<file path="src/rtl/assert_macros.svh">
// Assertion macros shared by the RTL files.
`ifndef ASSERT_MACROS_SVH
`define ASSERT_MACROS_SVH

// Property must hold at every clock edge outside reset.
`define CHK_HOLD(lbl, clk, rst_n, prop) \
    lbl: assert property (@(posedge clk) disable iff (!rst_n) prop) \
        else $error("assertion failed");

// Condition must never be true outside reset.
`define CHK_NEVER(lbl, clk, rst_n, cond) \
    lbl: assert property (@(posedge clk) disable iff (!rst_n) !(cond)) \
        else $error("forbidden condition seen");

`endif

</file>
<file path="src/rtl/i2cms_pkg.sv">
// Package: types and codes of the I2C master bit sequencer.
`default_nettype none
package i2cms_pkg;

    localparam int unsigned AttemptW = 4;
    localparam int unsigned BitCntW  = 4;
    localparam int unsigned ByteBits = 8;
    localparam logic [AttemptW-1:0] AttemptsRst = 4'd3;

    typedef enum logic [2:0] {
        OP_START  = 3'd0,
        OP_RSTART = 3'd1,
        OP_RETRY  = 3'd2,
        OP_STOP   = 3'd3,
        OP_WRITE  = 3'd4,
        OP_READ   = 3'd5
    } t_opcode;

    typedef enum logic [4:0] {
        P_IDLE = 5'd0,
        P_ST0  = 5'd1,
        P_ST1  = 5'd2,
        P_ST2  = 5'd3,
        P_ST3  = 5'd4,
        P_WB0  = 5'd5,
        P_WB1  = 5'd6,
        P_WB2  = 5'd7,
        P_WA0  = 5'd8,
        P_WA1  = 5'd9,
        P_WA2  = 5'd10,
        P_SP0  = 5'd11,
        P_SP1  = 5'd12,
        P_SP2  = 5'd13,
        P_RB0  = 5'd14,
        P_RB1  = 5'd15,
        P_RB2  = 5'd16,
        P_RA0  = 5'd17,
        P_RA1  = 5'd18
    } t_phase;

    typedef struct packed {
        logic                cmd_valid;
        logic [2:0]          opcode;
        logic [ByteBits-1:0] tx_byte;
        logic                ack_flag;
        logic                sda_in;
    } t_in_item;

    typedef struct packed {
        logic                scl_level;
        logic                sda_level;
        logic                sda_drive;
        logic                busy_res;
        logic                done_res;
        logic                nack;
        logic [ByteBits-1:0] rx_byte;
    } t_out_item;

endpackage
`default_nettype wire

</file>
<file path="src/rtl/i2cms_in_if.sv">
// Interface: tick item channel into the sequencer.
`default_nettype none
interface i2cms_in_if;
    logic       valid;
    logic       ready;
    logic       cmd_valid;
    logic [2:0] opcode;
    logic [7:0] tx_byte;
    logic       ack_flag;
    logic       sda_in;

    modport source (output valid, cmd_valid, opcode, tx_byte, ack_flag, sda_in,
                    input ready);
    modport sink   (input valid, cmd_valid, opcode, tx_byte, ack_flag, sda_in,
                    output ready);
endinterface
`default_nettype wire

</file>
<file path="src/rtl/i2cms_out_if.sv">
// Interface: result item channel out of the sequencer.
`default_nettype none
interface i2cms_out_if;
    logic       valid;
    logic       ready;
    logic       scl_level;
    logic       sda_level;
    logic       sda_drive;
    logic       busy_res;
    logic       done_res;
    logic       nack;
    logic [7:0] rx_byte;

    modport source (output valid, scl_level, sda_level, sda_drive, busy_res,
                    done_res, nack, rx_byte, input ready);
    modport sink   (input valid, scl_level, sda_level, sda_drive, busy_res,
                    done_res, nack, rx_byte, output ready);
endinterface
`default_nettype wire

</file>
<file path="src/rtl/i2cms_fsm.sv">
// Bus phase sequencer: state registers and per-tick next-state logic.
`default_nettype none
`include "assert_macros.svh"
module i2cms_fsm
    import i2cms_pkg::*;
(
    input  wire logic                i_clk,
    input  wire logic                i_rst_n,
    input  wire logic                i_en,
    input  wire t_in_item            i_item,
    input  wire logic [AttemptW-1:0] i_max_attempts,
    output t_out_item                o_res
);

    t_phase              r_phase,    n_phase;
    logic [BitCntW-1:0]  r_bit_cnt,  n_bit_cnt;
    logic [ByteBits-1:0] r_shift,    n_shift;
    logic [AttemptW-1:0] r_attempt,  n_attempt;
    logic [2:0]          r_cur_op,   n_cur_op;
    logic                r_sv_ack,   n_sv_ack;
    logic                r_ack_res,  n_ack_res;
    logic [ByteBits-1:0] r_rx_hold,  n_rx_hold;
    logic                r_scl,      n_scl;
    logic                r_sda,      n_sda;
    logic                r_drv,      n_drv;

    t_phase              start_phase;
    logic                busy;
    logic                done;
    logic                nk;
    logic                scl_low_after;
    logic [AttemptW:0]   attempt_inc;

    always_ff @(posedge i_clk) begin
        if (!i_rst_n) begin
            r_phase   <= P_IDLE;
            r_bit_cnt <= '0;
            r_shift   <= '0;
            r_attempt <= '0;
            r_cur_op  <= '0;
            r_sv_ack  <= 1'b0;
            r_ack_res <= 1'b0;
            r_rx_hold <= '0;
            r_scl     <= 1'b1;
            r_sda     <= 1'b1;
            r_drv     <= 1'b1;
        end else if (i_en) begin
            r_phase   <= n_phase;
            r_bit_cnt <= n_bit_cnt;
            r_shift   <= n_shift;
            r_attempt <= n_attempt;
            r_cur_op  <= n_cur_op;
            r_sv_ack  <= n_sv_ack;
            r_ack_res <= n_ack_res;
            r_rx_hold <= n_rx_hold;
            r_scl     <= scl_low_after ? 1'b0 : n_scl;
            r_sda     <= n_sda;
            r_drv     <= n_drv;
        end
    end

    assign attempt_inc = {1'b0, r_attempt} + {{AttemptW{1'b0}}, 1'b1};

    always_comb begin
        start_phase   = r_phase;
        n_bit_cnt     = r_bit_cnt;
        n_shift       = r_shift;
        n_attempt     = r_attempt;
        n_cur_op      = r_cur_op;
        n_sv_ack      = r_sv_ack;
        n_ack_res     = r_ack_res;
        n_rx_hold     = r_rx_hold;
        n_scl         = r_scl;
        n_sda         = r_sda;
        n_drv         = r_drv;
        busy          = 1'b0;
        done          = 1'b0;
        nk            = 1'b0;
        scl_low_after = 1'b0;

        // command pickup while idle
        if (r_phase == P_IDLE && i_item.cmd_valid && i_item.opcode <= OP_READ) begin
            n_cur_op  = i_item.opcode;
            n_shift   = i_item.tx_byte;
            n_sv_ack  = i_item.ack_flag;
            n_attempt = '0;
            n_bit_cnt = '0;
            case (i_item.opcode)
                OP_STOP:  start_phase = P_SP0;
                OP_WRITE: start_phase = P_WB0;
                OP_READ:  start_phase = P_RB0;
                default:  start_phase = P_ST0;
            endcase
        end

        n_phase = start_phase;
        if (start_phase != P_IDLE) begin
            busy = 1'b1;
            case (start_phase)
                P_ST0: begin n_sda = 1'b1; n_phase = P_ST1; end
                P_ST1: begin n_scl = 1'b1; n_phase = P_ST2; end
                P_ST2: begin n_sda = 1'b0; n_phase = P_ST3; end
                P_ST3: begin
                    n_scl     = 1'b0;
                    n_bit_cnt = '0;
                    n_phase   = P_WB0;
                end
                P_WB0: begin
                    n_drv   = 1'b1;
                    n_sda   = n_shift[ByteBits-1];
                    n_phase = P_WB1;
                end
                P_WB1: begin n_scl = 1'b1; n_phase = P_WB2; end
                P_WB2: begin
                    n_scl     = 1'b0;
                    n_shift   = {n_shift[ByteBits-2:0], 1'b0};
                    n_bit_cnt = n_bit_cnt + 1'b1;
                    n_phase   = (n_bit_cnt >= BitCntW'(ByteBits)) ? P_WA0 : P_WB0;
                end
                P_WA0: begin n_drv = 1'b0; n_phase = P_WA1; end
                P_WA1: begin
                    n_scl     = 1'b1;
                    n_ack_res = i_item.sda_in;
                    n_phase   = P_WA2;
                end
                P_WA2: begin
                    n_scl = 1'b0;
                    n_drv = 1'b1;
                    if (n_cur_op == OP_RETRY && n_ack_res) begin
                        n_phase = P_SP0;
                    end else begin
                        done    = 1'b1;
                        nk      = n_ack_res;
                        n_phase = P_IDLE;
                    end
                end
                P_SP0: begin n_sda = 1'b0; n_phase = P_SP1; end
                P_SP1: begin n_scl = 1'b1; n_phase = P_SP2; end
                P_SP2: begin
                    n_sda = 1'b1;
                    if (n_cur_op == OP_RETRY) begin
                        if (attempt_inc >= {1'b0, i_max_attempts}) begin
                            done    = 1'b1;
                            nk      = 1'b1;
                            n_phase = P_IDLE;
                        end else begin
                            n_attempt = attempt_inc[AttemptW-1:0];
                            n_phase   = P_ST0;
                        end
                    end else begin
                        done    = 1'b1;
                        n_phase = P_IDLE;
                    end
                end
                P_RB0: begin
                    n_drv   = 1'b0;
                    n_scl   = 1'b1;
                    n_shift = {n_shift[ByteBits-2:0], i_item.sda_in};
                    n_phase = P_RB1;
                end
                P_RB1: begin n_scl = 1'b1; n_phase = P_RB2; end
                P_RB2: begin
                    n_scl     = 1'b0;
                    n_bit_cnt = n_bit_cnt + 1'b1;
                    n_phase   = (n_bit_cnt >= BitCntW'(ByteBits)) ? P_RA0 : P_RB0;
                end
                P_RA0: begin
                    n_drv   = 1'b1;
                    n_sda   = ~n_sv_ack;
                    n_phase = P_RA1;
                end
                P_RA1: begin
                    n_scl         = 1'b1;
                    scl_low_after = 1'b1;
                    n_rx_hold     = n_shift;
                    done          = 1'b1;
                    n_phase       = P_IDLE;
                end
                default: begin
                    n_phase = P_IDLE;
                    busy    = 1'b0;
                end
            endcase
        end

        o_res.scl_level = n_scl;
        o_res.sda_level = n_sda;
        o_res.sda_drive = n_drv;
        o_res.busy_res  = busy;
        o_res.done_res  = done;
        o_res.nack      = done & nk;
        o_res.rx_byte   = n_rx_hold;
    end

    `CHK_HOLD(a_bitcnt_range, i_clk, i_rst_n, r_bit_cnt <= BitCntW'(ByteBits))
    `CHK_HOLD(a_ack_released, i_clk, i_rst_n,
        (i_en && r_phase == P_WA0) |=> (!r_drv && r_phase == P_WA1))

endmodule
`default_nettype wire

</file>
<file path="src/rtl/i2c_master_bit_sequencer_unit.sv">
// Top level: I2C master bit sequencer with input and result registers.
//
//   channel   dir   handshake      payload
//   i_item    in    valid/ready    cmd_valid, opcode, tx_byte, ack_flag, sda_in
//   o_item    out   valid/ready    scl_level, sda_level, sda_drive, busy_res,
//                                  done_res, nack, rx_byte
//   cfg       in    i_cfg_we       i_cfg_wdata = max_attempts
//
// One tick item per cycle while the output is not stalled.
// The tick is held in an input register, stepped through the phase logic and
// the result lands in an output register.
// Reset (synchronous): idle, SCL and SDA high with SDA driven, max_attempts 3.
// A stalled output holds the tick in the input register; input ready drops
// only while both registers are full and the output is not taken.
`default_nettype none
`include "assert_macros.svh"
module i2c_master_bit_sequencer_unit
    import i2cms_pkg::*;
(
    input  wire logic                i_clk,
    input  wire logic                i_rst_n,
    input  wire logic                i_cfg_we,
    input  wire logic [AttemptW-1:0] i_cfg_wdata,
    i2cms_in_if.sink                 i_item,
    i2cms_out_if.source              o_item
);

    logic                r_in_valid;
    t_in_item            r_in;
    logic                r_out_valid;
    t_out_item           r_out;
    logic [AttemptW-1:0] r_max_att;

    t_out_item           step_res;
    logic                out_free;
    logic                step_fire;
    logic                in_fire;

    assign out_free  = !r_out_valid || o_item.ready;
    assign step_fire = r_in_valid && out_free;
    assign in_fire   = i_item.valid && i_item.ready;
    assign i_item.ready = !r_in_valid || out_free;

    always_ff @(posedge i_clk) begin
        if (!i_rst_n) begin
            r_max_att <= AttemptsRst;
        end else if (i_cfg_we) begin
            r_max_att <= i_cfg_wdata;
        end
    end

    always_ff @(posedge i_clk) begin
        if (!i_rst_n) begin
            r_in_valid <= 1'b0;
        end else if (in_fire) begin
            r_in_valid <= 1'b1;
        end else if (step_fire) begin
            r_in_valid <= 1'b0;
        end
    end

    always_ff @(posedge i_clk) begin
        if (in_fire) begin
            r_in.cmd_valid <= i_item.cmd_valid;
            r_in.opcode    <= i_item.opcode;
            r_in.tx_byte   <= i_item.tx_byte;
            r_in.ack_flag  <= i_item.ack_flag;
            r_in.sda_in    <= i_item.sda_in;
        end
    end

    i2cms_fsm u_fsm (
        .i_clk          (i_clk),
        .i_rst_n        (i_rst_n),
        .i_en           (step_fire),
        .i_item         (r_in),
        .i_max_attempts (r_max_att),
        .o_res          (step_res)
    );

    always_ff @(posedge i_clk) begin
        if (!i_rst_n) begin
            r_out_valid <= 1'b0;
        end else if (step_fire) begin
            r_out_valid <= 1'b1;
        end else if (o_item.ready) begin
            r_out_valid <= 1'b0;
        end
    end

    always_ff @(posedge i_clk) begin
        if (step_fire) begin
            r_out <= step_res;
        end
    end

    assign o_item.valid     = r_out_valid;
    assign o_item.scl_level = r_out.scl_level;
    assign o_item.sda_level = r_out.sda_level;
    assign o_item.sda_drive = r_out.sda_drive;
    assign o_item.busy_res  = r_out.busy_res;
    assign o_item.done_res  = r_out.done_res;
    assign o_item.nack      = r_out.nack;
    assign o_item.rx_byte   = r_out.rx_byte;

    `CHK_HOLD(a_step_lands, i_clk, i_rst_n, step_fire |=> r_out_valid)
    `CHK_HOLD(a_in_held, i_clk, i_rst_n, (r_in_valid && !step_fire) |=> r_in_valid)
    `CHK_NEVER(a_nack_wo_done, i_clk, i_rst_n,
        r_out_valid && r_out.nack && !(r_out.done_res && r_out.busy_res))

endmodule
`default_nettype wire
</file>
<file path="src/flat_wrapper.sv">
// flat-port wrapper written by rule: the top's interface ports become plain ports
module i2c_master_bit_sequencer_unit_flat import i2cms_pkg::*;
  (i_clk, i_rst_n, i_cfg_we, i_cfg_wdata, i_item_valid, i_item_cmd_valid, i_item_opcode, i_item_tx_byte, i_item_ack_flag, i_item_sda_in, i_item_ready, o_item_valid, o_item_scl_level, o_item_sda_level, o_item_sda_drive, o_item_busy_res, o_item_done_res, o_item_nack, o_item_rx_byte, o_item_ready);
  i2cms_in_if i_item_i ();
  i2cms_out_if o_item_i ();
  input  wire logic i_clk;
  input  wire logic i_rst_n;
  input  wire logic i_cfg_we;
  input  wire logic [AttemptW-1:0] i_cfg_wdata;
  input wire logic [$bits(i_item_i.valid)-1:0] i_item_valid;
  input wire logic [$bits(i_item_i.cmd_valid)-1:0] i_item_cmd_valid;
  input wire logic [$bits(i_item_i.opcode)-1:0] i_item_opcode;
  input wire logic [$bits(i_item_i.tx_byte)-1:0] i_item_tx_byte;
  input wire logic [$bits(i_item_i.ack_flag)-1:0] i_item_ack_flag;
  input wire logic [$bits(i_item_i.sda_in)-1:0] i_item_sda_in;
  output wire logic [$bits(i_item_i.ready)-1:0] i_item_ready;
  output wire logic [$bits(o_item_i.valid)-1:0] o_item_valid;
  output wire logic [$bits(o_item_i.scl_level)-1:0] o_item_scl_level;
  output wire logic [$bits(o_item_i.sda_level)-1:0] o_item_sda_level;
  output wire logic [$bits(o_item_i.sda_drive)-1:0] o_item_sda_drive;
  output wire logic [$bits(o_item_i.busy_res)-1:0] o_item_busy_res;
  output wire logic [$bits(o_item_i.done_res)-1:0] o_item_done_res;
  output wire logic [$bits(o_item_i.nack)-1:0] o_item_nack;
  output wire logic [$bits(o_item_i.rx_byte)-1:0] o_item_rx_byte;
  input wire logic [$bits(o_item_i.ready)-1:0] o_item_ready;
  assign i_item_i.valid = i_item_valid;
  assign i_item_i.cmd_valid = i_item_cmd_valid;
  assign i_item_i.opcode = i_item_opcode;
  assign i_item_i.tx_byte = i_item_tx_byte;
  assign i_item_i.ack_flag = i_item_ack_flag;
  assign i_item_i.sda_in = i_item_sda_in;
  assign i_item_ready = i_item_i.ready;
  assign o_item_valid = o_item_i.valid;
  assign o_item_scl_level = o_item_i.scl_level;
  assign o_item_sda_level = o_item_i.sda_level;
  assign o_item_sda_drive = o_item_i.sda_drive;
  assign o_item_busy_res = o_item_i.busy_res;
  assign o_item_done_res = o_item_i.done_res;
  assign o_item_nack = o_item_i.nack;
  assign o_item_rx_byte = o_item_i.rx_byte;
  assign o_item_i.ready = o_item_ready;
  i2c_master_bit_sequencer_unit u_core (.i_clk(i_clk), .i_rst_n(i_rst_n), .i_cfg_we(i_cfg_we), .i_cfg_wdata(i_cfg_wdata), .i_item(i_item_i), .o_item(o_item_i));
endmodule
</file>
<file path="config.mk">
export PLATFORM = sky130hd
export DESIGN_NAME = i2c_master_bit_sequencer_unit_flat
export DESIGN_NICKNAME = d
export VERILOG_FILES = /design/src/rtl/i2cms_pkg.sv /design/src/rtl/i2cms_in_if.sv /design/src/rtl/i2cms_out_if.sv /design/src/rtl/i2cms_fsm.sv /design/src/rtl/i2c_master_bit_sequencer_unit.sv /design/src/flat_wrapper.sv
export VERILOG_INCLUDE_DIRS = /design/src /design/src/rtl
export SDC_FILE = /design/constraint.sdc
export NUM_CORES = 1
export LEC_CHECK = 0
export ABC_CLOCK_PERIOD_IN_PS = 2400
export BUFFER_PORTS_ARGS = -buffer_cell sky130_fd_sc_hd__clkbuf_2
export CORE_ASPECT_RATIO = 0.8
export CORE_UTILIZATION = 53
export CTS_CLUSTER_DIAMETER = 150
export DETAILED_ROUTE_END_ITERATION = 10
export HOLD_SLACK_MARGIN = 0.15
export PLACE_DENSITY = 0.73
export SLEW_MARGIN = 5
export SYNTH_ARGS = -nofsm -noshare
export SYNTH_HDL_FRONTEND = slang
export SYNTH_SLANG_ARGS = --single-unit
</file>
<file path="constraint.sdc">
create_clock -name i_clk -period 2.4 [get_ports i_clk]
set_input_delay 0 -clock i_clk [delete_from_list [all_inputs] [get_ports i_clk]]
set_output_delay 0 -clock i_clk [all_outputs]
set_load 0.01 [all_outputs]
</file>
* Word level (Yosys, flattened, before mapping)
Cells that the tools add are included.
** Storage, ports and cells
- Bits in registers :: 71
- Input port bits :: 23
- Output and inout bits :: 16
- Word-level logic and storage cells :: 124
** Cells by class
- Add/subtract/negate cells :: 2
- $lt $le $gt $ge :: 3
- Equal/unequal tests :: 22
- Mux-type cells :: 47
- Bitwise logic cells :: 2
- Reduce and logical (&&, ||, !) cells :: 22
** Operators with widths (number)
- $pmux 5 s17 :: 1
- $eq 5x4->1 const B :: 8
- $mux 4 :: 9
- $mux 8 :: 4
- $eq 5x3->1 const B :: 4
- $mux 1 :: 20
- $mux 5 :: 4
- $reduce_or 18->1 :: 1
- $pmux 8 s2 :: 1
- $eq 5x5->1 const B :: 3
- $pmux 4 s3 :: 1
- $eq 5x2->1 const B :: 2
- $pmux 4 s2 :: 1
- $reduce_or 2->1 :: 4
- $reduce_or 7->1 :: 1
- $eq 3x2->1 const B :: 2
- $eq 3x3->1 const B :: 2
- $pmux 1 s2 :: 3
- $add 4x1->5 const B :: 1
- $eq 5x1->1 const B :: 1
- $ge 5x4->1 :: 1
- $logic_and 1x1->1 :: 5
- $logic_not 5->1 :: 1
- $reduce_bool 5->1 :: 1
- 14 further kinds :: 17

* Longest topological paths before layout
Gate-level depths: netlist of the first run.
- Depth in word-level cells :: 10
- Mapped depth :: 9
- Mapped depth without buffers :: 8

* Cells and area by module
Synthesis of the first run repeated with hierarchy kept, for this count alone.
** Second synthesis, totals
- Cells, all modules :: 411
- Area total of the unflattened synthesis :: 3928.8 µm²
** By module, submodules not included
- i2cms_fsm :: times used 1, cells an instance 361, area an instance 2832.7 µm², sequential area each 740.7 µm²
- i2c_master_bit_sequencer_unit :: times used 1, cells an instance 50, area an instance 1096.1 µm², sequential area each 960.9 µm²

* Worst setup path before layout of the first run
No wires, ideal clock.
- Kind :: flip-flop to flip-flop
- Start point :: register u_core.u_fsm.r_phase[2]
- End point :: register u_core.u_fsm.r_scl
- Setup time :: 122 ps
- Data arrival time :: 2270 ps
- Setup slack :: 8 ps
- Stages on the path, launching flop included :: 8
- Path buffers :: 1
- Period minus slack after synthesis :: 2392 ps
- Path through :: dfxtp_1 buf_6 or4b_4 or3_1 a221oi_2 a31oi_1 a311o_1 a221o_1
** RTL lines
- start: declaration :: RTL line i2cms_fsm.sv:15 : t_phase r_phase, n_phase;
- start signal: assignment :: RTL line i2cms_fsm.sv:48 : r_phase <= n_phase;
- end signal: assignment :: RTL line i2cms_fsm.sv:56 : r_scl <= scl_low_after ? 1'b0 : n_scl;
- end: declaration :: RTL line i2cms_fsm.sv:23 : logic r_scl, n_scl;

* Final worst setup path of the first run
- Start point :: register u_core.r_in[13] (netlist name)
- End point :: register u_core.u_fsm.r_bit_cnt[2]
** On the way
- Word-level cells in the longest chain between the ends :: 7
- Elaborated cells on any way between the ends :: 12
** Ends and longest elaborated chain
- start: declaration :: RTL line i2c_master_bit_sequencer_unit.sv:29 : t_in_item r_in;
- $logic_and 1x1->1 * (2 in series) :: RTL line i2cms_fsm.sv:82 : if (r_phase == P_IDLE && i_item.cmd_valid && i_item.opcode <= OP_READ) begin
- parallel branches: the longest is 4 deep, another holds $add 4x1->4
- $mux 4 * :: RTL line i2cms_fsm.sv:97 : if (start_phase != P_IDLE) begin
- end signal: assignment :: RTL line i2cms_fsm.sv:49 : r_bit_cnt <= n_bit_cnt;
- end: declaration :: RTL line i2cms_fsm.sv:16 : logic [BitCntW-1:0] r_bit_cnt, n_bit_cnt;
Mark *: on every way between the ends.
A chain may end at the register's enable or synchronous reset.

==> metrics.cfg, run 1 <==
[power_and_ir_drop]
p_seq_share_pct = 51.8
p_int_mw = 1.853
clkPwrFrac_pct = 32.4
p_leak_nw = 2.035
p_sw_share_pct = 26.88
p_switching_mw = 0.6813
comb_power_share_pct = 15.8
finalPower_mw = 2.535
power_density_nw_per_um2 = 497.6
ir_worst_vdd_v = 0.0004501

[floorplan]
dieArea_um2 = 7362
die-width_um = 95.68
core_um2 = 6571
num_rows = 26
io_pins = 39
die_h_um = 76.95
initial_core_util_pct = 56.63

[yosys]
synth_most_common_cell = nand2_1
netlist_area_um2 = 3721
postSynth.asyncResetShare_pct = 0
synth-edff-count = 28
syn_inst = 403
synth.yosys.warnings = 0
synth_area_leaders = dfxtp_1 23%, edfxtp_1 23%, nand2_1 5.6%
synth_top_area_cell = dfxtp_1
syn_nets = 432
synth_top_area_share_pct = 23.13
yosysUniqueCellTypes = 66
synth_area_per_cell_um2 = 9.233
synthFlopType = dfxtp_1
ys_seq_area_share_pct = 45.73
synth-seq-cells = 71
synth_common_cells = 56 x nand2_1, 43 x dfxtp_1, 29 x a21oi_1

[place]
numPortBuffers = 38
gp_congestion = 1.013
dp_hpwl_um = 7207

[layout]
drive_above_1_share_pct = 32.77
diodes = 0
nNetsFinal = 558
syn_to_final_growth_pct = 36.89
fillers = 414

[timing]
finalClockSkew_ps = 14.89
fin_crit_ps = 2455
worst_slew_margin_rel_pct = 47.87
worst_pin_slew_ps = 781.1
rsz0062_at_grt = yes
fmax_mhz = 407.3
hold_viol_final = 0
finalSetupViolCount = 4
layout_setup_ws_ps = -55.19
slew_violations = 0
holdWs_ps = 354.2
finalCritPeriodShare_pct = 102.3

[route]
routed-via-count = 3755
ant_nets = 0
drc = 0
via_per_inst = 6.076
routedWlPerCell_um = 18.16
dr.pass1.iters = 5
top_layer = met5
met2_length_um = 5126
routed-wl-met3_um = 961
wl_um = 11230
drtIter0Drc = 320
wl_met1_um = 4768

[critical_path]
path_class = flop to flop
slowest_stage = or3b_2
cp_slowest_stage_delay_ps = 480
cp_max_fo = 5
crit_required_ps = 2650
crit_path_start_kind = flop
crit_chain = or3b_2, o31a_1, a221oi_4, a31oi_2, buf_4, a21o_1, a32o_2
timing.critical_path.buf_inv = 1
crit_family = compound AO/OA/AOI/OAI gates
end_kind = flop
arrival_ps = 2700

[global_routing]
grt_pass1_wl_um = 17830
grt_pass1_vias = 3601
grt_max_degree = 32
track_usage_pct = 31.93
antenna_found_initial = 1
overflow = 0

[clock_tree]
cts_buffers = 9
cts.sinks = 71
cts_root_buffer = clkbuf_8
htree_levels = 3
cts_max_path_buffers = 2
path_clk_slew_ps = 80
clock_latency_ps = 350
cts_tree = yes

[outcome]
status = finished with violations
violations = setup timing

[flow_run]
cap_violations = 0

[min_path]
hp-class = primary input to flop

registers in the layout (all words and copies together), names as in the netlist, 3 cells and up:
register,cells
u_core.o_item.rx_byte,8
u_core.r_in,14
u_core.r_max_att,4
u_core.u_fsm.r_attempt,4
u_core.u_fsm.r_bit_cnt,4
u_core.u_fsm.r_cur_op,3
u_core.u_fsm.r_phase,5
u_core.u_fsm.r_rx_hold,8
u_core.u_fsm.r_shift,8
cell usage in the layout, fill, tap and decap left out, types with 7 or more instances in the layout:
master,netlist,final
o21ai_0,15,13
clkbuf_2,0,38
edfxtp_1,28,28
mux2i_1,13,8
dlygate4sd3_1,0,31
nand2_1,56,55
nand2b_1,8,8
a21oi_1,29,28
o21ai_1,9,10
inv_1,9,9
nor2_1,28,26
dfxtp_1,43,41
nor3_1,8,7
clkbuf_8,0,9
nand3_1,13,13
buf_4,0,71
timing repair:
action / CTS / global route
setup endpoints to repair: 15 / 31
gates resized for setup: 5 / 39
endpoints found under the hold margin: 21 / 0
pin swaps: 2 / 13
buffers inserted: 4 / 6
hold buffers: 31 / 0
power by group through the flow:
stage / Sequential (mW) / Clock (mW) / Combinational (mW)
2_1_floorplan: 1.34 / 0 / 0.174
3_3_place_gp: 1.34 / 0 / 0.310
3_5_place_dp: 1.34 / 0 / 0.313
4_1_cts: 1.31 / 0.812 / 0.363
5_1_grt: 1.32 / 0.870 / 0.428
6_report: 1.31 / 0.820 / 0.400
logic make-up after synthesis:
group	Yosys count	share of synthesized area [%]
simple gates	152	20.68
compound gates	110	20.18
flops	71	45.73
buf+inv	37	4.102
mux	20	5.615
fa+ha+maj	7	2.286
xor+xnor	6	1.412
layer usage:
metal	GRT usage, %	up-vias
met4	11.79	2
met2	49.21	194
met5	0	-
met3	9.722	48
li1	-	1745
met1	41.88	1766
final timing paths:
check / start / endpoint / slack [ps] / depth (start not counted)
worst max-delay path: u_core.r_in[13] / u_core.u_fsm.r_bit_cnt[2] / -60 / 7
worst min-delay path: i_item_tx_byte[3] / u_core.r_in[5] / 350 / 2
worst max register to register: u_core.r_in[13] / u_core.u_fsm.r_bit_cnt[2] / -60 / 7
worst min register to register: u_core.u_fsm.r_shift[7] / u_core.u_fsm.r_shift[7] / 460 / 2
worst reg2reg max path, stage by stage, from the launching register on:
cell and delay (ps):
edfxtp_1 400, or3b_2 480, o31a_1 400, a221oi_4 350, a31oi_2 90, buf_4 180, a21o_1 180, a32o_2 280
area by class of cell:
class	instances	area (um2)	share of cell area [%]
inverters	11	41.29	0.8106
clock buffers	11	131.4	2.579
flip-flops and latches	71	1709	33.55
well taps	84	105.1	2.063
clock inverters	5	25.02	0.4913
multi-input cells	295	2037	39.99
repair buffers	141	1045	20.51
per-stage QoR:
stage,TNS (ps),instance area [um2],worst slack (ps),instances,utilization (%)
6_report,-159.0,5094,-55.19,618,77.51
5_1_grt,-729.2,5094,-109.2,618,77.51
4_1_cts,-13.02,4897,-13.02,613,74.52
3_5_place_dp,-336.8,4378,-71.41,562,66.62
3_3_place_gp,-20.30,4378,-18.70,562,66.62
2_1_floorplan,0,3721,8.393,403,-
No activity file was read; power rests on OpenSTA's default activity.
==> run 2: changes to the inputs <==
--- a/config.mk
+++ b/config.mk
@@ -9,6 +9,7 @@
 export ABC_CLOCK_PERIOD_IN_PS = 2400
 export BUFFER_PORTS_ARGS = -buffer_cell sky130_fd_sc_hd__clkbuf_2
 export CORE_ASPECT_RATIO = 0.8
+export CORE_MARGIN = 2
 export CORE_UTILIZATION = 53
 export CTS_CLUSTER_DIAMETER = 150
 export DETAILED_ROUTE_END_ITERATION = 10
@@ -17,4 +18,5 @@
 export SLEW_MARGIN = 5
 export SYNTH_ARGS = -nofsm -noshare
 export SYNTH_HDL_FRONTEND = slang
+export SYNTH_HIERARCHICAL = 1
 export SYNTH_SLANG_ARGS = --single-unit
==> run 2 against run 1 <==
  * The flow now finishes without violations
  * Combinational power up 8.0%
  * Worst setup slack better by 170 ps
  * Final area down 1.6%
  * Final cell count down 2.4%
  * Synthesized area up 5.6%
  * Sequential power about the same
  * Sequential share of layout area up 0.42 points
==> metrics.cfg, run 2 <==
[clock_tree]
htree_levels = 3  ; unchanged
cts_max_path_buffers = 2  ; unchanged
cts_root_buffer = clkbuf_8
path_clk_slew_ps = 80  ; about the same
clock_latency_ps = 350  ; about the same
cts_buffers = 9  ; unchanged
cts_tree = yes
cts.sinks = 71  ; unchanged

[yosys]
synth_top_area_cell = dfxtp_1
ys_seq_area_share_pct = 43.31  ; -2.4 points
syn_nets = 440  ; +1.9%
synthFlopType = dfxtp_1
synth_most_common_cell = nand2_1
netlist_area_um2 = 3929  ; +5.6%
postSynth.asyncResetShare_pct = 0  ; unchanged
synth_top_area_share_pct = 21.91  ; -1.2 points
synth_area_per_cell_um2 = 9.559  ; +3.5%
synth_area_leaders = dfxtp_1 22%, edfxtp_1 21%, nand2_1 5.0%
yosysUniqueCellTypes = 71  ; +7.6%
synth_common_cells = 52 x nand2_1, 43 x dfxtp_1, 29 x nor2_1
synth-edff-count = 28  ; unchanged
syn_inst = 411  ; +2.0%
synth.yosys.warnings = 6  ; +6
synth-seq-cells = 71  ; unchanged

[outcome]
status = completed

[route]
dr.pass1.iters = 5  ; unchanged
wl_um = 10870  ; -3.2%
routedWlPerCell_um = 18.02  ; -0.76%
routed-via-count = 3588  ; -4.4%
ant_nets = 0  ; unchanged
drtIter0Drc = 515  ; +61%
drc = 0  ; unchanged
via_per_inst = 5.950  ; -2.1%

[layout]
multi_input_area_um2 = 2069  ; +1.6%
final_util_pct = 68.78  ; -8.7 points
regMostFlops = u_core/r_in
final_common_cell = buf_4
mostFrequentLayoutCells = 53 x buf_4, 52 x nand2_1, 42 x dfxtp_1, 38 x clkbuf_2, 29 x nor2_1
diodes = 0  ; unchanged
nNetsFinal = 537  ; -3.8%
fillers = 545  ; +32%
fin_area_um2 = 5012  ; -1.6%
fin_cells = 603  ; -2.4%
syn_to_final_growth_pct = 27.58
ff_latch_area_um2 = 1703  ; -0.37%
largest_register_ffs = 14  ; unchanged
drive_above_1_share_pct = 26.90  ; -5.9 points

[global_routing]
grt_max_degree = 27  ; -16%
overflow = 0  ; unchanged
grt_pass1_wl_um = 17060  ; -4.3%
antenna_found_initial = 0  ; -1
grt_pass1_vias = 3283  ; -8.8%
track_usage_pct = 27.82  ; -4.1 points

[critical_path]
path_class = flop to flop
cp_max_fo = 15  ; +10
arrival_ps = 2540  ; -160 ps
crit_path_start_kind = flop
reg2regPathDepth = 6  ; -1
crit_required_ps = 2650  ; about the same
end_kind = flop

[min_path]
hp-class = primary input to flop
whs_path_depth = 2  ; unchanged

[timing]
holdWs_ps = 203.4  ; -150.9 ps
finalClockSkew_ps = 8.229  ; -6.664 ps
fmax_mhz = 436.7  ; +7.2%
worst_slew_margin_rel_pct = 63.06  ; +15 points
tns_ps = 0  ; +159.0 ps
finalCritPeriodShare_pct = 95.42  ; -6.9 points
fin_crit_ps = 2290  ; -165.2 ps
slew_violations = 0  ; unchanged
worst_pin_slew_ps = 554.0  ; -227.0 ps
layout_setup_ws_ps = 110.0  ; +165.2 ps
hold_viol_final = 0  ; unchanged
finalSetupViolCount = 0  ; -4
rsz0062_at_grt = yes

[power_and_ir_drop]
p_switching_mw = 0.7598  ; +12%
p_seq_share_pct = 46.2  ; -5.6 points
p_sw_share_pct = 26.66  ; -0.22 points
p_leak_nw = 2.171  ; +6.7%
clkPwrFrac_pct = 38.6  ; +6.2 points
power_density_nw_per_um2 = 568.5  ; +14%
finalPower_mw = 2.850  ; +12%
ir_worst_vdd_v = 0.0003862  ; -14%
comb_power_share_pct = 15.2  ; -0.6 points
p_int_mw = 2.090  ; +13%

[floorplan]
initial_core_util_pct = 53.91  ; -2.7 points
num_rows = 28  ; +7.7%
io_pins = 39  ; unchanged
die-width_um = 100.3  ; +4.8%
dieArea_um2 = 8122  ; +10%
die_h_um = 81.01  ; +5.3%
core_um2 = 7287  ; +11%

[flow_run]
cap_violations = 0  ; unchanged

[place]
placed_area_um2 = 4437  ; +1.3%
numPortBuffers = 38  ; unchanged
dp_slack_ps = 94.34  ; +165.8 ps
gp_congestion = 1.005  ; -0.76%
place_inst = 558  ; -0.71%
dp_hpwl_um = 7759  ; +7.7%

[run 2: changes by cell type after synthesis, moves of 6 or more]
cell and change:
o311ai_1 +6, o211a_1 +8, mux2_2 -6, mux2i_1 +6, o21ai_0 +6, buf_4 +6
inv_1 +6, o21ai_1 -9, nor2b_1 +7, a21oi_1 -17
[run 2: layer usage]
layer	up-vias	global-route usage, %	part of all wire, %
met1	1702	40.04	45
met5	-	0	0
li1	1715	-	-
met3	28	5.508	8.5
met4	0	8.356	2.2
met2	143	42.42	44
[run 2: area by class of cell]
| type | count | area share, % |
|---|---|---|
| Sequential cell | 71 | 33.97 |
| Clock buffer | 9 | 2.471 |
| Clock inverter | 7 | 2.097 |
| Tap cell | 90 | 2.247 |
| Timing Repair Buffer | 116 | 16.72 |
| Inverter | 16 | 1.198 |
| Multi-Input combinational cell | 294 | 41.29 |
[run 2: final timing paths]
path                           startpoint                      end  slack (ps)
setup / recovery          u_core/r_in[12]  u_core/u_fsm/r_shift[4]         110
hold / removal                    i_rst_n       u_core/u_fsm/r_scl         200
setup reg to reg          u_core/r_in[12]  u_core/u_fsm/r_shift[4]         110
hold reg to reg   u_core/u_fsm/r_shift[3]  u_core/u_fsm/r_shift[3]         500
[run 2: worst max-delay path, cell delays in order (launching register included)]
cell and delay (ps):
edfxtp_1 490, a2111oi_4 460, a31oi_2 220, xnor2_1 180
or3_1 370, buf_4 200, o311ai_1 270
[run 2: kinds of logic after synthesis]
group                      share of synthesized area, %
buffers and inverters                             5.732
DFF                                               43.31
xor gates and xnor gates                          1.115
AOI/OAI and AO/OA                                 21.85
muxes                                             4.841
and+or+nand+nor                                   21.24
adders and majority gates                         1.911
[run 2: repair_timing]
action,CTS,global route
endpoints found under the hold margin,20,0
setup buffers,0,4
setup endpoints to repair,0,18
hold buffers,25,0
resized for setup,0,12
[run 2: power by group through the flow]
stage	registers, mW	logic, mW	clock network [mW]
after floorplan	1.34	0.219	0
after global placement	1.34	0.367	0
after detailed placement	1.34	0.368	0
after CTS	1.32	0.403	1.12
after global routing	1.32	0.463	1.18
final	1.32	0.432	1.10
==> run 3: changes to the inputs <==
--- a/config.mk
+++ b/config.mk
@@ -6,6 +6,7 @@
 export SDC_FILE = /design/constraint.sdc
 export NUM_CORES = 1
 export LEC_CHECK = 0
+export ABC_AREA = 1
 export ABC_CLOCK_PERIOD_IN_PS = 2400
 export BUFFER_PORTS_ARGS = -buffer_cell sky130_fd_sc_hd__clkbuf_2
 export CORE_ASPECT_RATIO = 0.8
==> run 3 against run 2 <==
  * Via count down 6.7%
  * Largest power group unchanged
  * Total power up 4.1%
  * Largest cell class unchanged
  * Final cell count up 7.0%
  * Worst hold slack better by 150 ps
  * Clock power down 24%
  * Sequential share of layout area up 3.1 points
  * First-iteration DRC count down 57%
  * Critical path depth up 6
==> metrics.cfg, run 3 <==
[yosys]
ys_seq_area_share_pct = 44.43  ; +1.1 points
synth-compound-area-share_pct = 12.45  ; -9.4 points
synthSimpleGateAreaFrac_pct = 29.50  ; +8.3 points
netlist_area_um2 = 3830  ; -2.5%
synth_xor_area_share_pct = 0.6861  ; -0.43 points
synth_area_per_cell_um2 = 7.929  ; -17%
synth_area_leaders = dfxtp_1 22%, edfxtp_1 22%, nand2_1 10%
synth-seq-cells = 71  ; unchanged
synth_most_common_cell = nand2_1
synth-edff-count = 28  ; unchanged
synth_top_area_share_pct = 22.48  ; +0.57 points
postSynth.asyncResetShare_pct = 0  ; unchanged
muxShareOfSynthArea_pct = 2.091  ; -2.7 points
syn_nets = 512  ; +16%
synth.yosys.warnings = 6  ; unchanged
syn_inst = 483  ; +18%
synthAdderAreaFrac_pct = 1.960  ; +0.049 points
synth_top_family_by_area = simple AND/OR/NAND/NOR gates
synth_common_cells = 104 x nand2_1, 52 x inv_1, 47 x nor2_1
synth_top_area_cell = dfxtp_1
synthFlopType = dfxtp_1
yosysUniqueCellTypes = 38  ; -46%

[clock_tree]
path_clk_slew_ps = 80  ; about the same
cts_root_buffer = clkbuf_8
htree_levels = 3  ; unchanged
cts.sinks = 71  ; unchanged
cts_buffers = 9  ; unchanged
cts_max_path_buffers = 2  ; unchanged
cts_tree = yes
clock_latency_ps = 350  ; about the same

[timing]
worst_slew_margin_rel_pct = 65.15  ; +2.1 points
worst_pin_slew_ps = 508.2  ; -45.84 ps
finalClockSkew_ps = 10.63  ; +2.404 ps
slew_violations = 0  ; unchanged
rsz0062_at_grt = no
hold_viol_final = 0  ; unchanged
finalSetupViolCount = 0  ; unchanged
finalCritPeriodShare_pct = 92.23  ; -3.2 points
fmax_mhz = 451.8  ; +3.5%
tns_ps = 0  ; unchanged
fin_crit_ps = 2213  ; -76.60 ps

[layout]
largest_register_ffs = 14  ; unchanged
syn_to_final_growth_pct = 19.90
nNetsFinal = 582  ; +8.4%
regMostFlops = u_core/r_in
ff_latch_area_um2 = 1703  ; unchanged
fillers = 585  ; +7.3%
drive_above_1_share_pct = 22.94  ; -4.0 points
fin_area_um2 = 4592  ; -8.4%
fin_cells = 645  ; +7.0%
final_util_pct = 66.31  ; -2.5 points
diodes = 0  ; unchanged
multi_input_area_um2 = 1802  ; -13%
final_common_cell = nand2_1
mostFrequentLayoutCells = 104 x nand2_1, 52 x inv_1, 46 x nor2_1, 42 x dfxtp_1, 38 x clkbuf_2

[global_routing]
antenna_found_initial = 0  ; unchanged
grt_pass1_vias = 3019  ; -8.0%
track_usage_pct = 23.25  ; -4.6 points
grt_max_degree = 49  ; +81%
grt_pass1_wl_um = 14360  ; -16%
overflow = 0  ; unchanged

[power_and_ir_drop]
clkPwrFrac_pct = 28.3  ; -10 points
p_sw_share_pct = 33.25  ; +6.6 points
power_density_nw_per_um2 = 645.9  ; +14%
finalPower_mw = 2.966  ; +4.1%
p_leak_nw = 2.122  ; -2.2%
p_switching_mw = 0.9860  ; +30%
p_seq_share_pct = 46.5  ; +0.3 points
comb_power_share_pct = 25.1  ; +9.9 points
ir_worst_vdd_v = 0.0004600  ; +19%
p_int_mw = 1.980  ; -5.3%

[outcome]
status = completed

[flow_run]
cap_violations = 0  ; unchanged

[floorplan]
num_rows = 27  ; -3.6%
initial_core_util_pct = 55.30  ; +1.4 points
die_h_um = 80.04  ; -1.2%
io_pins = 39  ; unchanged
core_um2 = 6925  ; -5.0%
dieArea_um2 = 7927  ; -2.4%
die-width_um = 99.04  ; -1.2%

[route]
ant_nets = 0  ; unchanged
routed-via-count = 3347  ; -6.7%
drc = 0  ; unchanged
wl_um = 8660  ; -20%
routedWlPerCell_um = 13.43  ; -26%
dr.pass1.iters = 4  ; -1
drtIter0Drc = 220  ; -57%
via_per_inst = 5.189  ; -13%

[critical_path]
arrival_ps = 2300  ; -240 ps
end_kind = flop
crit_path_start_kind = flop
crit_required_ps = 2490  ; -160 ps
cp_max_fo = 10  ; -5
path_class = flop to flop
r2r_slack_ps = 190  ; +80 ps

[place]
numPortBuffers = 38  ; unchanged
dp_hpwl_um = 6058  ; -22%
gp_congestion = 0.9427  ; -6.2%
place_inst = 596  ; +6.8%
placed_area_um2 = 4090  ; -7.8%

[min_path]
hp-class = primary input to flop

## run 3: changes by cell type after synthesis, moves of 7 or more
cell and change:
a21oi_1 +23, and2_1 -7, inv_1 +37, inv_2 +7
mux2i_1 -11, nand2_1 +52, nand2_2 +19, nand3_1 +22
nor2_1 +18, nor2b_1 -10, o211a_1 -8, o21ai_2 +14
## run 3: worst max-delay path: stages, from the launching register on
cell      delay [ps]
edfxtp_1         470
nand2_1          110
nand2_2          100
inv_2            100
nand2_2          160
nand2_2          140
nand2_4          110
nand2_1          130
nor2_2            80
nand2_1          110
nand2_1           70
nor4_1           250
nand3_1          130
## run 3: cells by family after synthesis
family,Yosys count
mux,8
xor+xnor,3
fa+ha+maj,6
simple gates,234
flops,71
buf+inv,81
compound gates,80
## run 3: per-stage QoR
| stage | worst slack [ps] | hold WS (ps) |
|---|---|---|
| floorplan | 104.2 | 84.11 |
| global placement | 215.9 | 176.8 |
| detailed placement | 135.5 | 178.6 |
| CTS | 118.4 | 339.2 |
| global route | 25.13 | 343.8 |
| finish | 186.6 | 348.5 |
## run 3: final cells by class
class / count / area share (%)
Clock buffer: 9 / 2.698
Sequential cell: 71 / 37.08
Inverter: 62 / 5.177
Multi-Input combinational cell: 331 / 39.24
Timing Repair Buffer: 78 / 12.37
Clock inverter: 7 / 1.063
Tap cell: 87 / 2.371
## run 3: final timing paths
path / from / end / depth (start not counted)
worst max-delay path: u_core/r_in[12] / u_core/o_item.busy_res / 12
worst min-delay path: i_item_cmd_valid / u_core/r_in[13] / 2
worst max register to register: u_core/r_in[12] / u_core/o_item.busy_res / 12
worst min register to register: u_core/u_fsm/r_shift[6] / u_core/u_fsm/r_shift[6] / 2
## run 3: metal layers
metal	GRT usage [%]	share of wire (%)	routed length, um	vias up
li1	-	-	-	1713
met1	34.13	51	4399	1505
met2	33.51	42	3622	118
met3	5.692	6.2	533	11
met4	7.671	1.2	104	0
met5	0	0	0	-
## run 3: power by group through the flow
stage / logic [mW] / clock network, mW / registers, mW
floorplan: 0.543 / 0 / 1.40
global placement: 0.678 / 0 / 1.40
detailed placement: 0.681 / 0 / 1.41
CTS: 0.725 / 0.862 / 1.38
global route: 0.822 / 0.916 / 1.39
finish: 0.746 / 0.840 / 1.38
## run 3: timing repair
action | in CTS | in global routing
endpoints found under the setup margin | 0 | 11
hold buffers | 31 | 0
buffers inserted | 0 | 2
hold endpoints to repair | 27 | 0
resized for setup | 0 | 3
